File: config.mk
export PLATFORM = sky130hd
export DESIGN_NAME = energy_index_power_estimator_flat
export DESIGN_NICKNAME = d
export VERILOG_FILES = /design/src/hw/rtl/eipe_pkg.sv /design/src/hw/rtl/eipe_if.sv /design/src/hw/rtl/eipe_div.sv /design/src/hw/rtl/eipe_seq.sv /design/src/hw/rtl/energy_index_power_estimator.sv /design/src/flat_wrapper.sv
export VERILOG_INCLUDE_DIRS = /design/src /design/src/hw/rtl
export SDC_FILE = /design/constraint.sdc
export NUM_CORES = 2
export LEC_CHECK = 0
export BUFFER_PORTS_ARGS = -buffer_cell sky130_fd_sc_hd__buf_2
export CAP_MARGIN = 15
export CORE_UTILIZATION = 35
export DETAILED_ROUTE_END_ITERATION = 16
export GPL_TIMING_DRIVEN = 1
export RECOVER_POWER = 50
export SLEW_MARGIN = 20
export SYNTH_ARGS = -nofsm -noshare
export SYNTH_HDL_FRONTEND = slang
export SYNTH_HIERARCHICAL = 1
export SYNTH_SLANG_ARGS = --single-unit
File: constraint.sdc
create_clock -name clk -period 21 [get_ports clk]
set_input_delay 1.05 -clock clk [delete_from_list [all_inputs] [get_ports clk]]
set_output_delay 1.05 -clock clk [all_outputs]
set_load 0.02 [all_outputs]
File: src/hw/rtl/assert_macros.svh
// ---------------------------------------------------------------------------
// Assertion macros shared by the RTL.
// ---------------------------------------------------------------------------
`ifndef ASSERT_MACROS_SVH
`define ASSERT_MACROS_SVH

// Property checked on every clock edge outside reset.
`define ASSERT_ALWAYS(lbl, prop, msg) \
	lbl: assert property (@(posedge clk) disable iff (!arst_n) (prop)) else $error(msg);

// Antecedent on one edge implies the consequent on the next edge.
`define ASSERT_NEXT(lbl, ante, cons, msg) \
	lbl: assert property (@(posedge clk) disable iff (!arst_n) (ante) |=> (cons)) else $error(msg);

`endif

File: src/hw/rtl/eipe_pkg.sv
`timescale 1ns / 1ps
// ---------------------------------------------------------------------------
// eipe_pkg
// Constants and divider request/response types for the power estimator.
// ---------------------------------------------------------------------------
package eipe_pkg;

	localparam int NUM_SLOTS      = 11;
	localparam int AVERAGED_SLOTS = 10;
	localparam int AVG_SLOTS      = (AVERAGED_SLOTS < NUM_SLOTS) ? AVERAGED_SLOTS : NUM_SLOTS;

	localparam int SLOT_W  = 4;
	localparam int DATA_W  = 32;
	localparam int AW_W    = 23;
	localparam int ADDR_W  = (NUM_SLOTS > 1) ? $clog2(NUM_SLOTS) : 1;
	localparam int CNT_W   = $clog2(AVG_SLOTS + 1);
	localparam int SUM_W   = DATA_W + CNT_W;
	localparam int HOUR_W  = 22;
	localparam int DIV_W   = DATA_W + HOUR_W;
	localparam int DIV_LEN_W = $clog2(DIV_W + 1);

	localparam logic [HOUR_W-1:0]    MS_PER_HOUR = 22'd3600000;
	localparam logic [DATA_W-1:0]    MAX_GAP_RST = 32'd300000;
	localparam logic [DATA_W:0]      HALF_WATT   = 33'd500;
	localparam logic [DATA_W-1:0]    MW_PER_W    = 32'd1000;

	// Dividend lengths in bits; the dividend is left aligned in DIV_W bits.
	localparam logic [DIV_LEN_W-1:0] LEN_POWER = DIV_LEN_W'(DIV_W);
	localparam logic [DIV_LEN_W-1:0] LEN_WATT  = DIV_LEN_W'(DATA_W + 1);
	localparam logic [DIV_LEN_W-1:0] LEN_AVG   = DIV_LEN_W'(SUM_W);

	typedef struct packed {
		logic                 start;
		logic [DIV_W-1:0]     dividend;
		logic [DATA_W-1:0]    divisor;
		logic [DIV_LEN_W-1:0] len;
	} div_req_t;

	typedef struct packed {
		logic             busy;
		logic             done;
		logic [DIV_W-1:0] quotient;
	} div_rsp_t;

endpackage

File: src/hw/rtl/eipe_if.sv
`timescale 1ns / 1ps
// ---------------------------------------------------------------------------
// eipe_if
// Valid/ready channels: reading request, result, and limit register write.
// ---------------------------------------------------------------------------
interface eipe_item_if;
	import eipe_pkg::*;
	logic              valid;
	logic              ready;
	logic [SLOT_W-1:0] slot;
	logic [DATA_W-1:0] energy_mwh;
	logic [DATA_W-1:0] time_ms;

	modport source (output valid, slot, energy_mwh, time_ms, input ready);
	modport sink   (input valid, slot, energy_mwh, time_ms, output ready);
endinterface

interface eipe_result_if;
	import eipe_pkg::*;
	logic              valid;
	logic              ready;
	logic [DATA_W-1:0] power_mw;
	logic [AW_W-1:0]   active_power_w;
	logic              active_valid;
	logic [DATA_W-1:0] average_power_mw;

	modport source (output valid, power_mw, active_power_w, active_valid,
		average_power_mw, input ready);
	modport sink   (input valid, power_mw, active_power_w, active_valid,
		average_power_mw, output ready);
endinterface

interface eipe_cfg_if;
	import eipe_pkg::*;
	logic              valid;
	logic              ready;
	logic [DATA_W-1:0] max_gap_ms;

	modport source (output valid, max_gap_ms, input ready);
	modport sink   (input valid, max_gap_ms, output ready);
endinterface

File: src/hw/rtl/eipe_div.sv
`timescale 1ns / 1ps
// ---------------------------------------------------------------------------
// eipe_div
// Bit-serial restoring divider, one quotient bit per cycle.
// ---------------------------------------------------------------------------
module eipe_div (
	input  logic               clk,
	input  logic               arst_n,
	input  eipe_pkg::div_req_t req,
	output eipe_pkg::div_rsp_t rsp
);
	import eipe_pkg::*;

	logic [DATA_W-1:0]    rem_q;
	logic [DATA_W-1:0]    dsr_q;
	logic [DIV_W-1:0]     num_q;
	logic [DIV_LEN_W-1:0] cnt_q;
	logic                 busy_q;
	logic                 done_q;
	logic [DATA_W:0]      rem_sh;
	logic [DATA_W:0]      diff;
	logic                 ge;

	assign rem_sh = {rem_q, num_q[DIV_W-1]};
	assign diff   = rem_sh - {1'b0, dsr_q};
	assign ge     = (rem_sh >= {1'b0, dsr_q});

	always_ff @(posedge clk or negedge arst_n) begin
		if (!arst_n) begin
			busy_q <= 1'b0;
			done_q <= 1'b0;
			cnt_q  <= '0;
		end else begin
			done_q <= 1'b0;
			if (req.start) begin
				busy_q <= 1'b1;
				cnt_q  <= req.len;
			end else if (busy_q) begin
				cnt_q <= cnt_q - DIV_LEN_W'(1);
				if (cnt_q == DIV_LEN_W'(1)) begin
					busy_q <= 1'b0;
					done_q <= 1'b1;
				end
			end
		end
	end

	// Dividend shifts out at the top, quotient bits shift in at the bottom.
	always_ff @(posedge clk) begin
		if (req.start) begin
			rem_q <= '0;
			num_q <= req.dividend;
			dsr_q <= req.divisor;
		end else if (busy_q) begin
			rem_q <= ge ? diff[DATA_W-1:0] : rem_sh[DATA_W-1:0];
			num_q <= {num_q[DIV_W-2:0], ge};
		end
	end

	assign rsp.busy     = busy_q;
	assign rsp.done     = done_q;
	assign rsp.quotient = num_q;

endmodule

File: src/hw/rtl/eipe_seq.sv
`timescale 1ns / 1ps
// ---------------------------------------------------------------------------
// eipe_seq
// Per-reading sequencer: slot tables, running sum, divider requests, result.
// ---------------------------------------------------------------------------
module eipe_seq (
	input  logic                            clk,
	input  logic                            arst_n,
	eipe_item_if.sink                       item,
	eipe_result_if.source                   result,
	input  logic [eipe_pkg::DATA_W-1:0]     max_gap,
	output eipe_pkg::div_req_t              div_req,
	input  eipe_pkg::div_rsp_t              div_rsp
);
	import eipe_pkg::*;

	typedef enum logic [3:0] {
		S_IDLE, S_EVAL, S_MUL, S_PWAIT, S_STORE, S_AREAD,
		S_ADIV, S_AWAIT, S_AVG, S_VWAIT, S_DONE
	} state_t;

	state_t              state_q;
	logic [SLOT_W-1:0]   slot_q;
	logic [DATA_W-1:0]   energy_q;
	logic [DATA_W-1:0]   time_q;
	logic                in_range_q;
	logic [NUM_SLOTS-1:0] primed_q;
	logic [DATA_W-1:0]   delta_q;
	logic [DATA_W-1:0]   gap_q;
	logic                rise_q;
	logic                was_primed_q;
	logic                do_div_q;
	logic [DATA_W-1:0]   power_q;
	logic [SLOT_W-1:0]   active_slot_q;
	logic                active_set_q;
	logic [SUM_W-1:0]    sum_q;
	logic [CNT_W-1:0]    count_q;
	logic [AW_W-1:0]     aw_q;
	logic [DATA_W-1:0]   avg_q;
	logic                out_valid_q;
	logic [DATA_W-1:0]   out_power_q;
	logic [AW_W-1:0]     out_aw_q;
	logic                out_act_q;
	logic [DATA_W-1:0]   out_avg_q;

	// slot tables, read data registered
	logic [DATA_W-1:0]   energy_mem [NUM_SLOTS];
	logic [DATA_W-1:0]   time_mem   [NUM_SLOTS];
	logic [DATA_W-1:0]   power_mem  [NUM_SLOTS];
	logic [DATA_W-1:0]   rd_energy_q;
	logic [DATA_W-1:0]   rd_time_q;
	logic [DATA_W-1:0]   rd_power_q;

	logic                accept;
	logic                item_in_range;
	logic                in_avg;
	logic                do_div;
	logic                mem_we;
	logic                mem_re;
	logic [ADDR_W-1:0]   rd_addr;
	logic [DIV_W-1:0]    product;
	logic [DATA_W:0]     rounded;
	logic [DATA_W-1:0]   sat_power;

	assign item.ready    = (state_q == S_IDLE);
	assign accept        = item.valid && item.ready;
	assign item_in_range = ({1'b0, item.slot} < (SLOT_W + 1)'(NUM_SLOTS));
	assign in_avg        = ({1'b0, slot_q} < (SLOT_W + 1)'(AVG_SLOTS));
	assign do_div        = was_primed_q && rise_q && (gap_q != '0) && (gap_q <= max_gap);
	assign product       = delta_q * MS_PER_HOUR;
	assign rounded       = {1'b0, rd_power_q} + HALF_WATT;
	assign sat_power     = (|div_rsp.quotient[DIV_W-1:DATA_W]) ? '1
		: div_rsp.quotient[DATA_W-1:0];

	assign mem_we  = (state_q == S_STORE) && in_range_q;
	assign mem_re  = (accept && item_in_range) || (state_q == S_AREAD);
	assign rd_addr = (state_q == S_AREAD) ? active_slot_q[ADDR_W-1:0] : item.slot[ADDR_W-1:0];

	always_ff @(posedge clk) begin
		if (mem_we) begin
			energy_mem[slot_q[ADDR_W-1:0]] <= energy_q;
			time_mem[slot_q[ADDR_W-1:0]]   <= time_q;
			power_mem[slot_q[ADDR_W-1:0]]  <= power_q;
		end
		if (mem_re) begin
			rd_energy_q <= energy_mem[rd_addr];
			rd_time_q   <= time_mem[rd_addr];
			rd_power_q  <= power_mem[rd_addr];
		end
	end

	always_comb begin
		div_req = '0;
		case (state_q)
			S_MUL: begin
				div_req.start    = do_div;
				div_req.dividend = product;
				div_req.divisor  = gap_q;
				div_req.len      = LEN_POWER;
			end
			S_ADIV: begin
				div_req.start    = active_set_q;
				div_req.dividend = {rounded, {(DIV_W - DATA_W - 1){1'b0}}};
				div_req.divisor  = MW_PER_W;
				div_req.len      = LEN_WATT;
			end
			S_AVG: begin
				div_req.start    = (count_q != '0);
				div_req.dividend = {sum_q, {(DIV_W - SUM_W){1'b0}}};
				div_req.divisor  = DATA_W'(count_q);
				div_req.len      = LEN_AVG;
			end
			default: div_req = '0;
		endcase
	end

	always_ff @(posedge clk or negedge arst_n) begin
		if (!arst_n) begin
			state_q       <= S_IDLE;
			slot_q        <= '0;
			energy_q      <= '0;
			time_q        <= '0;
			in_range_q    <= 1'b0;
			primed_q      <= '0;
			delta_q       <= '0;
			gap_q         <= '0;
			rise_q        <= 1'b0;
			was_primed_q  <= 1'b0;
			do_div_q      <= 1'b0;
			power_q       <= '0;
			active_slot_q <= '0;
			active_set_q  <= 1'b0;
			sum_q         <= '0;
			count_q       <= '0;
			aw_q          <= '0;
			avg_q         <= '0;
			out_valid_q   <= 1'b0;
			out_power_q   <= '0;
			out_aw_q      <= '0;
			out_act_q     <= 1'b0;
			out_avg_q     <= '0;
		end else begin
			// S_DONE reloads the register itself when it frees
			if (out_valid_q && result.ready && (state_q != S_DONE)) begin
				out_valid_q <= 1'b0;
			end
			case (state_q)
				S_IDLE: begin
					if (accept) begin
						slot_q     <= item.slot;
						energy_q   <= item.energy_mwh;
						time_q     <= item.time_ms;
						in_range_q <= item_in_range;
						state_q    <= S_EVAL;
					end
				end
				S_EVAL: begin
					delta_q      <= energy_q - rd_energy_q;
					gap_q        <= time_q - rd_time_q;
					rise_q       <= (energy_q > rd_energy_q);
					was_primed_q <= in_range_q && primed_q[slot_q[ADDR_W-1:0]];
					state_q      <= S_MUL;
				end
				S_MUL: begin
					do_div_q <= do_div;
					power_q  <= '0;
					state_q  <= do_div ? S_PWAIT : S_STORE;
				end
				S_PWAIT: begin
					if (div_rsp.done) begin
						power_q <= sat_power;
						state_q <= S_STORE;
					end
				end
				S_STORE: begin
					if (in_range_q) begin
						primed_q[slot_q[ADDR_W-1:0]] <= 1'b1;
						if (in_avg) begin
							sum_q <= sum_q - (was_primed_q ? SUM_W'(rd_power_q) : '0)
								+ SUM_W'(power_q);
							if (!was_primed_q) begin
								count_q <= count_q + CNT_W'(1);
							end
						end
						if (do_div_q) begin
							active_slot_q <= slot_q;
							active_set_q  <= 1'b1;
						end
					end
					state_q <= S_AREAD;
				end
				S_AREAD: begin
					state_q <= S_ADIV;
				end
				S_ADIV: begin
					aw_q    <= '0;
					state_q <= active_set_q ? S_AWAIT : S_AVG;
				end
				S_AWAIT: begin
					if (div_rsp.done) begin
						aw_q    <= div_rsp.quotient[AW_W-1:0];
						state_q <= S_AVG;
					end
				end
				S_AVG: begin
					avg_q   <= '0;
					state_q <= (count_q != '0) ? S_VWAIT : S_DONE;
				end
				S_VWAIT: begin
					if (div_rsp.done) begin
						avg_q   <= div_rsp.quotient[DATA_W-1:0];
						state_q <= S_DONE;
					end
				end
				S_DONE: begin
					if (!out_valid_q || result.ready) begin
						out_valid_q <= 1'b1;
						out_power_q <= power_q;
						out_aw_q    <= aw_q;
						out_act_q   <= active_set_q;
						out_avg_q   <= avg_q;
						state_q     <= S_IDLE;
					end
				end
				default: state_q <= S_IDLE;
			endcase
		end
	end

	assign result.valid            = out_valid_q;
	assign result.power_mw         = out_power_q;
	assign result.active_power_w   = out_aw_q;
	assign result.active_valid     = out_act_q;
	assign result.average_power_mw = out_avg_q;

endmodule

File: src/hw/rtl/energy_index_power_estimator.sv
`timescale 1ns / 1ps
// ---------------------------------------------------------------------------
// energy_index_power_estimator
// Power estimate per meter slot from cumulative energy readings, plus the
// active slot's power in watts and the mean over the averaged slots.
// ---------------------------------------------------------------------------
//
//   channel  dir  handshake     payload
//   item     in   valid/ready   slot, energy_mwh, time_ms
//   result   out  valid/ready   power_mw, active_power_w, active_valid,
//                               average_power_mw
//   cfg      in   valid/ready   max_gap_ms (ready always high)
//
// One request is processed at a time; item.ready is high only while idle.
// The single bit-serial divider sets how long a request takes: it runs the
// power quotient, the watt rounding and the mean in turn, each only when
// that division is needed, and hands each quotient back when done.
// The result register lets a new request in while the last result waits;
// a finished request holds in its last step until that register frees.
// Reset (arst_n low) clears all slots, the running sum and the active slot,
// and sets max_gap_ms to 300000.
// ---------------------------------------------------------------------------
`include "assert_macros.svh"

module energy_index_power_estimator (
	input  logic          clk,
	input  logic          arst_n,
	eipe_item_if.sink     item,
	eipe_result_if.source result,
	eipe_cfg_if.sink      cfg
);
	import eipe_pkg::*;

	logic [DATA_W-1:0] max_gap_q;
	div_req_t          div_req;
	div_rsp_t          div_rsp;

	// limit register; writes must only come while idle (the user's duty, not enforced here)
	assign cfg.ready = 1'b1;

	always_ff @(posedge clk or negedge arst_n) begin
		if (!arst_n) begin
			max_gap_q <= MAX_GAP_RST;
		end else if (cfg.valid && cfg.ready) begin
			max_gap_q <= cfg.max_gap_ms;
		end
	end

	// sequencer: slot tables, sum/count, result register
	eipe_seq u_seq (
		.clk     (clk),
		.arst_n  (arst_n),
		.item    (item),
		.result  (result),
		.max_gap (max_gap_q),
		.div_req (div_req),
		.div_rsp (div_rsp)
	);

	// shared serial divider
	eipe_div u_div (
		.clk    (clk),
		.arst_n (arst_n),
		.req    (div_req),
		.rsp    (div_rsp)
	);

	`ASSERT_ALWAYS(a_div_start_idle, div_req.start |-> !div_rsp.busy,
		"divider restarted while busy")
	`ASSERT_ALWAYS(a_div_done_after_busy, div_rsp.done |-> $past(div_rsp.busy),
		"divider done without run")
	`ASSERT_NEXT(a_one_request, item.valid && item.ready, !item.ready,
		"second request taken mid run")
	`ASSERT_ALWAYS(a_watts_need_active,
		(result.valid && !result.active_valid) |-> (result.active_power_w == '0),
		"watts without active slot")

endmodule
File: src/flat_wrapper.sv
// flat-port wrapper written by rule: the top's interface ports become plain ports
module energy_index_power_estimator_flat import eipe_pkg::*;
  (clk, arst_n, item_valid, item_slot, item_energy_mwh, item_time_ms, item_ready, result_valid, result_power_mw, result_active_power_w, result_active_valid, result_average_power_mw, result_ready, cfg_valid, cfg_max_gap_ms, cfg_ready);
  eipe_item_if item_i ();
  eipe_result_if result_i ();
  eipe_cfg_if cfg_i ();
  input  logic clk;
  input  logic arst_n;
  input wire logic [$bits(item_i.valid)-1:0] item_valid;
  input wire logic [$bits(item_i.slot)-1:0] item_slot;
  input wire logic [$bits(item_i.energy_mwh)-1:0] item_energy_mwh;
  input wire logic [$bits(item_i.time_ms)-1:0] item_time_ms;
  output wire logic [$bits(item_i.ready)-1:0] item_ready;
  output wire logic [$bits(result_i.valid)-1:0] result_valid;
  output wire logic [$bits(result_i.power_mw)-1:0] result_power_mw;
  output wire logic [$bits(result_i.active_power_w)-1:0] result_active_power_w;
  output wire logic [$bits(result_i.active_valid)-1:0] result_active_valid;
  output wire logic [$bits(result_i.average_power_mw)-1:0] result_average_power_mw;
  input wire logic [$bits(result_i.ready)-1:0] result_ready;
  input wire logic [$bits(cfg_i.valid)-1:0] cfg_valid;
  input wire logic [$bits(cfg_i.max_gap_ms)-1:0] cfg_max_gap_ms;
  output wire logic [$bits(cfg_i.ready)-1:0] cfg_ready;
  assign item_i.valid = item_valid;
  assign item_i.slot = item_slot;
  assign item_i.energy_mwh = item_energy_mwh;
  assign item_i.time_ms = item_time_ms;
  assign item_ready = item_i.ready;
  assign result_valid = result_i.valid;
  assign result_power_mw = result_i.power_mw;
  assign result_active_power_w = result_i.active_power_w;
  assign result_active_valid = result_i.active_valid;
  assign result_average_power_mw = result_i.average_power_mw;
  assign result_i.ready = result_ready;
  assign cfg_i.valid = cfg_valid;
  assign cfg_i.max_gap_ms = cfg_max_gap_ms;
  assign cfg_ready = cfg_i.ready;
  energy_index_power_estimator u_core (.clk(clk), .arst_n(arst_n), .item(item_i), .result(result_i), .cfg(cfg_i));
endmodule
==> impl_results.html <==
<table>
<tr><th>Metric</th><th>Value</th></tr>
<tr><th colspan="2">Outcome</th></tr>
<tr><td>Result of the run</td><td>finished, violations left</td></tr>
<tr><td>Failing checks</td><td>capacitance limit, slew limit</td></tr>
<tr><th colspan="2">Layout</th></tr>
<tr><td>Fraction of final layout cells with drive strength greater than 1</td><td>0.0929</td></tr>
<tr><td>Layout-stage area growth over the synthesis result</td><td>11.8%</td></tr>
<tr><td>Final #Nets</td><td>8172</td></tr>
<tr><th colspan="2">STA</th></tr>
<tr><td>Final min period</td><td>10.74 ns</td></tr>
<tr><td>Slew of the pin with the lowest slew margin</td><td>6.66 ns</td></tr>
<tr><td>Max frequency</td><td>0.0931 GHz</td></tr>
<tr><td>Setup-violating endpoint count in the final report</td><td>0</td></tr>
<tr><td>Final Cycle Share</td><td>0.512</td></tr>
<tr><td>Max-slew violation count</td><td>682</td></tr>
<tr><td>Final Hold Fails</td><td>0</td></tr>
<tr><td>Setup repair after global routing missed its margin</td><td>false</td></tr>
<tr><td>Clock skew after layout</td><td>0.0714 ns</td></tr>
<tr><td>Relative slew slack</td><td>-3.44</td></tr>
<tr><td>TNS Setup</td><td>0 ns</td></tr>
<tr><th colspan="2">Global routing</th></tr>
<tr><td>Largest net degree at the start of global routing</td><td>168</td></tr>
<tr><td>Global-route congestion overflow total</td><td>0</td></tr>
<tr><td>Vias in the first global route</td><td>56.2k</td></tr>
<tr><td>Global-route usage over all layers</td><td>0.194</td></tr>
<tr><td>First-pass GRT wire length</td><td>360 mm</td></tr>
<tr><td>Number of antenna violations at the first check in global routing</td><td>21</td></tr>
<tr><th colspan="2">Detailed routing</th></tr>
<tr><td>Count of nets left with antenna violations after detail routing</td><td>0</td></tr>
<tr><td>DRC violations left</td><td>0</td></tr>
<tr><td>Average detailed-routed wire length per instance</td><td>22.2 microns</td></tr>
<tr><td>Initial DRT Pass Iterations</td><td>6</td></tr>
<tr><td>Total wire length after detailed routing</td><td>240 mm</td></tr>
<tr><td>Via count</td><td>57.1k</td></tr>
<tr><td>DRT iter0 DRCs</td><td>5056</td></tr>
<tr><td>Vias per cell</td><td>5.29</td></tr>
<tr><th colspan="2">Synth</th></tr>
<tr><td>Warning count from the yosys run</td><td>6</td></tr>
<tr><td>Synthesized area per cell</td><td>11.6 sq um</td></tr>
<tr><td>Mapped Cells</td><td>7339</td></tr>
<tr><td>Post-synthesis cell area</td><td>0.0854 sq mm</td></tr>
<tr><th colspan="2">Floorplanning</th></tr>
<tr><td>Core area</td><td>0.241 sq mm</td></tr>
<tr><td>Standard-cell rows</td><td>180</td></tr>
<tr><td>Starting Density</td><td>0.354</td></tr>
<tr><td>Die boundary width</td><td>496 microns</td></tr>
<tr><td>I/O pins</td><td>196</td></tr>
<tr><td>Die boundary height</td><td>496 microns</td></tr>
<tr><td>Full die area</td><td>0.246 sq mm</td></tr>
<tr><th colspan="2">Clock tree</th></tr>
<tr><td>Count of clock tree sinks</td><td>1682</td></tr>
<tr><td>CTS HTree Levels</td><td>4</td></tr>
<tr><td>Clock tree from TritonCTS</td><td>built</td></tr>
<tr><td>Number of instances resized during post-cts repair</td><td>0</td></tr>
<tr><td># hold bufs at CTS</td><td>0</td></tr>
<tr><td>Clock buffer depth</td><td>3</td></tr>
<tr><td>Clk Tree Root Cell</td><td>clkbuf_16</td></tr>
<tr><td>TritonCTS Buffers</td><td>180</td></tr>
<tr><td>Number of buffers inserted to repair setup after CTS</td><td>0</td></tr>
<tr><td>Reg clk slew, reported paths</td><td>0.06 ns</td></tr>
<tr><td>Clock insertion delay at the later pin of the skew report</td><td>0.87 ns</td></tr>
<tr><th colspan="2">Critical path</th></tr>
<tr><td>Required time worst endpoint</td><td>21.82 ns</td></tr>
<tr><td>Number of cells on the worst reg-to-reg path</td><td>22</td></tr>
<tr><td>Kind of critical path</td><td>in2async</td></tr>
<tr><td>Launching point of the worst reg2reg path</td><td>u_core/u_seq/delta_q[8]</td></tr>
<tr><td>Worst endpoint data arrival time</td><td>11.56 ns</td></tr>
<tr><td>Crit-path max FO</td><td>119</td></tr>
<tr><td>Reg-to-reg slack, setup</td><td>13.93 ns</td></tr>
<tr><td>Nature of the critical path startpoint</td><td>input pin</td></tr>
<tr><td>Crit end category</td><td>asynchronous set/reset pin</td></tr>
<tr><td>FF-to-FF End</td><td>u_core/u_div/num_q[53]</td></tr>
<tr><th colspan="2">Min path</th></tr>
<tr><td>Hold depth</td><td>2</td></tr>
<tr><td>Hold Path Sink</td><td>u_core/max_gap_q[19]</td></tr>
<tr><td>Path category of the worst min-delay check</td><td>in2reg</td></tr>
<tr><td>Start point of the worst min-delay path</td><td>cfg_max_gap_ms[19]</td></tr>
<tr><th colspan="2">Run</th></tr>
<tr><td>Max-Cap Viols</td><td>14</td></tr>
<tr><th colspan="2">Place</th></tr>
<tr><td>DP HPWL</td><td>159 mm</td></tr>
<tr><td>RD Place Congestion</td><td>0.917</td></tr>
<tr><td>Port buffer count</td><td>194</td></tr>
</table>
==> area by class of cell <==
cell class,count,area (sq um)
Antenna cell,4,10.0
Clock buffer,254,5140
Sequential cell,1682,48100
Timing Repair Buffer,271,1480
Clock inverter,84,996
Tap cell,3185,3990
Inverter,621,2330
Multi-Input combinational cell,4678,33400
Fill cell,23000,146000
==> through the flow <==
step	util	hold WS (ns)	area [sq um]	setup slack [ns]	instances
3_3_place_gp	0.372	0.444	89700	14.11	10400
6_report	0.396	0.418	95500	10.26	10800
5_1_grt	0.396	0.390	95500	8.39	10800
3_5_place_dp	0.372	0.447	89700	14.11	10400
4_1_cts	0.397	0.201	95800	14.00	10800
2_1_floorplan	-	0.427	85400	12.59	7346
==> critical path, cell delays in order <==
cell and delay, ns:
clkbuf_1 3.48, clkbuf_1 4.81, buf_4 1.23, buf_4 0.84
==> how the worst max path moves through the flow <==
stage,depth (start not counted),end,startpoint
after detailed placement,23,u_core/u_div/num_q[53],u_core/u_seq/delta_q[6]
after global placement,23,u_core/u_div/num_q[53],u_core/u_seq/delta_q[6]
after global routing,4,u_core/u_seq/result.average_power_mw[14],arst_n
after floorplan,6,u_core/u_seq/primed_q[0],u_core/u_seq/state_q[2]
final,4,u_core/u_seq/sum_q[21],arst_n
after CTS,23,u_core/u_div/num_q[53],u_core/u_seq/delta_q[6]
==> flip-flops by register name, summed over array words and instances, names as in the netlist, 32 cells and up <==
name / flops
u_core/u_seq/gap_q: 32
u_core/u_seq/time_q: 32
u_core/u_seq/result.average_power_mw: 32
u_core/u_seq/sum_q: 36
u_core/u_seq/energy_q: 32
u_core/u_seq/avg_q: 32
u_core/u_div/num_q: 54
u_core/u_seq/time_mem: 352
u_core/u_seq/result.power_mw: 32
u_core/u_seq/power_mem: 352
u_core/u_div/rem_q: 32
u_core/max_gap_q: 32
u_core/u_seq/rd_energy_q: 32
u_core/u_div/dsr_q: 32
u_core/u_seq/delta_q: 32
u_core/u_seq/rd_power_q: 32
u_core/u_seq/rd_time_q: 32
u_core/u_seq/power_q: 32
u_core/u_seq/energy_mem: 352
==> per-layer routing <==
| layer | vias to the layer above | part of all wire | GRT usage | wire, microns |
|---|---|---|---|---|
| li1 | 26200 | - | - | - |
| met2 | 1750 | 0.47 | 0.317 | 113000 |
| met5 | - | 0.00033 | 0 | 80 |
| met1 | 28800 | 0.44 | 0.266 | 105000 |
| met4 | 12 | 0.031 | 0.0608 | 7420 |
| met3 | 343 | 0.060 | 0.0273 | 14500 |
==> cells in the final DEF (no fill, tap or decap), types with 91 or more instances in the layout <==
| master | count |
|---|---|
| o21ai_0 | 311 |
| ha_1 | 364 |
| fa_1 | 269 |
| nand3_1 | 259 |
| a311oi_1 | 100 |
| nor2_1 | 175 |
| mux2_2 | 189 |
| nand2_1 | 1298 |
| xnor2_1 | 95 |
| edfxtp_1 | 1238 |
| and3_1 | 126 |
| clkbuf_16 | 183 |
| a211oi_1 | 137 |
| inv_1 | 619 |
| dfrtp_1 | 404 |
| a21oi_1 | 358 |
| clkbuf_1 | 147 |
| buf_2 | 103 |
| a21o_1 | 144 |
| xor2_1 | 91 |
| a31oi_1 | 114 |
Power is not shown: default switching activity piles up to over one toggle a cycle in this logic, so the estimate is an artifact.
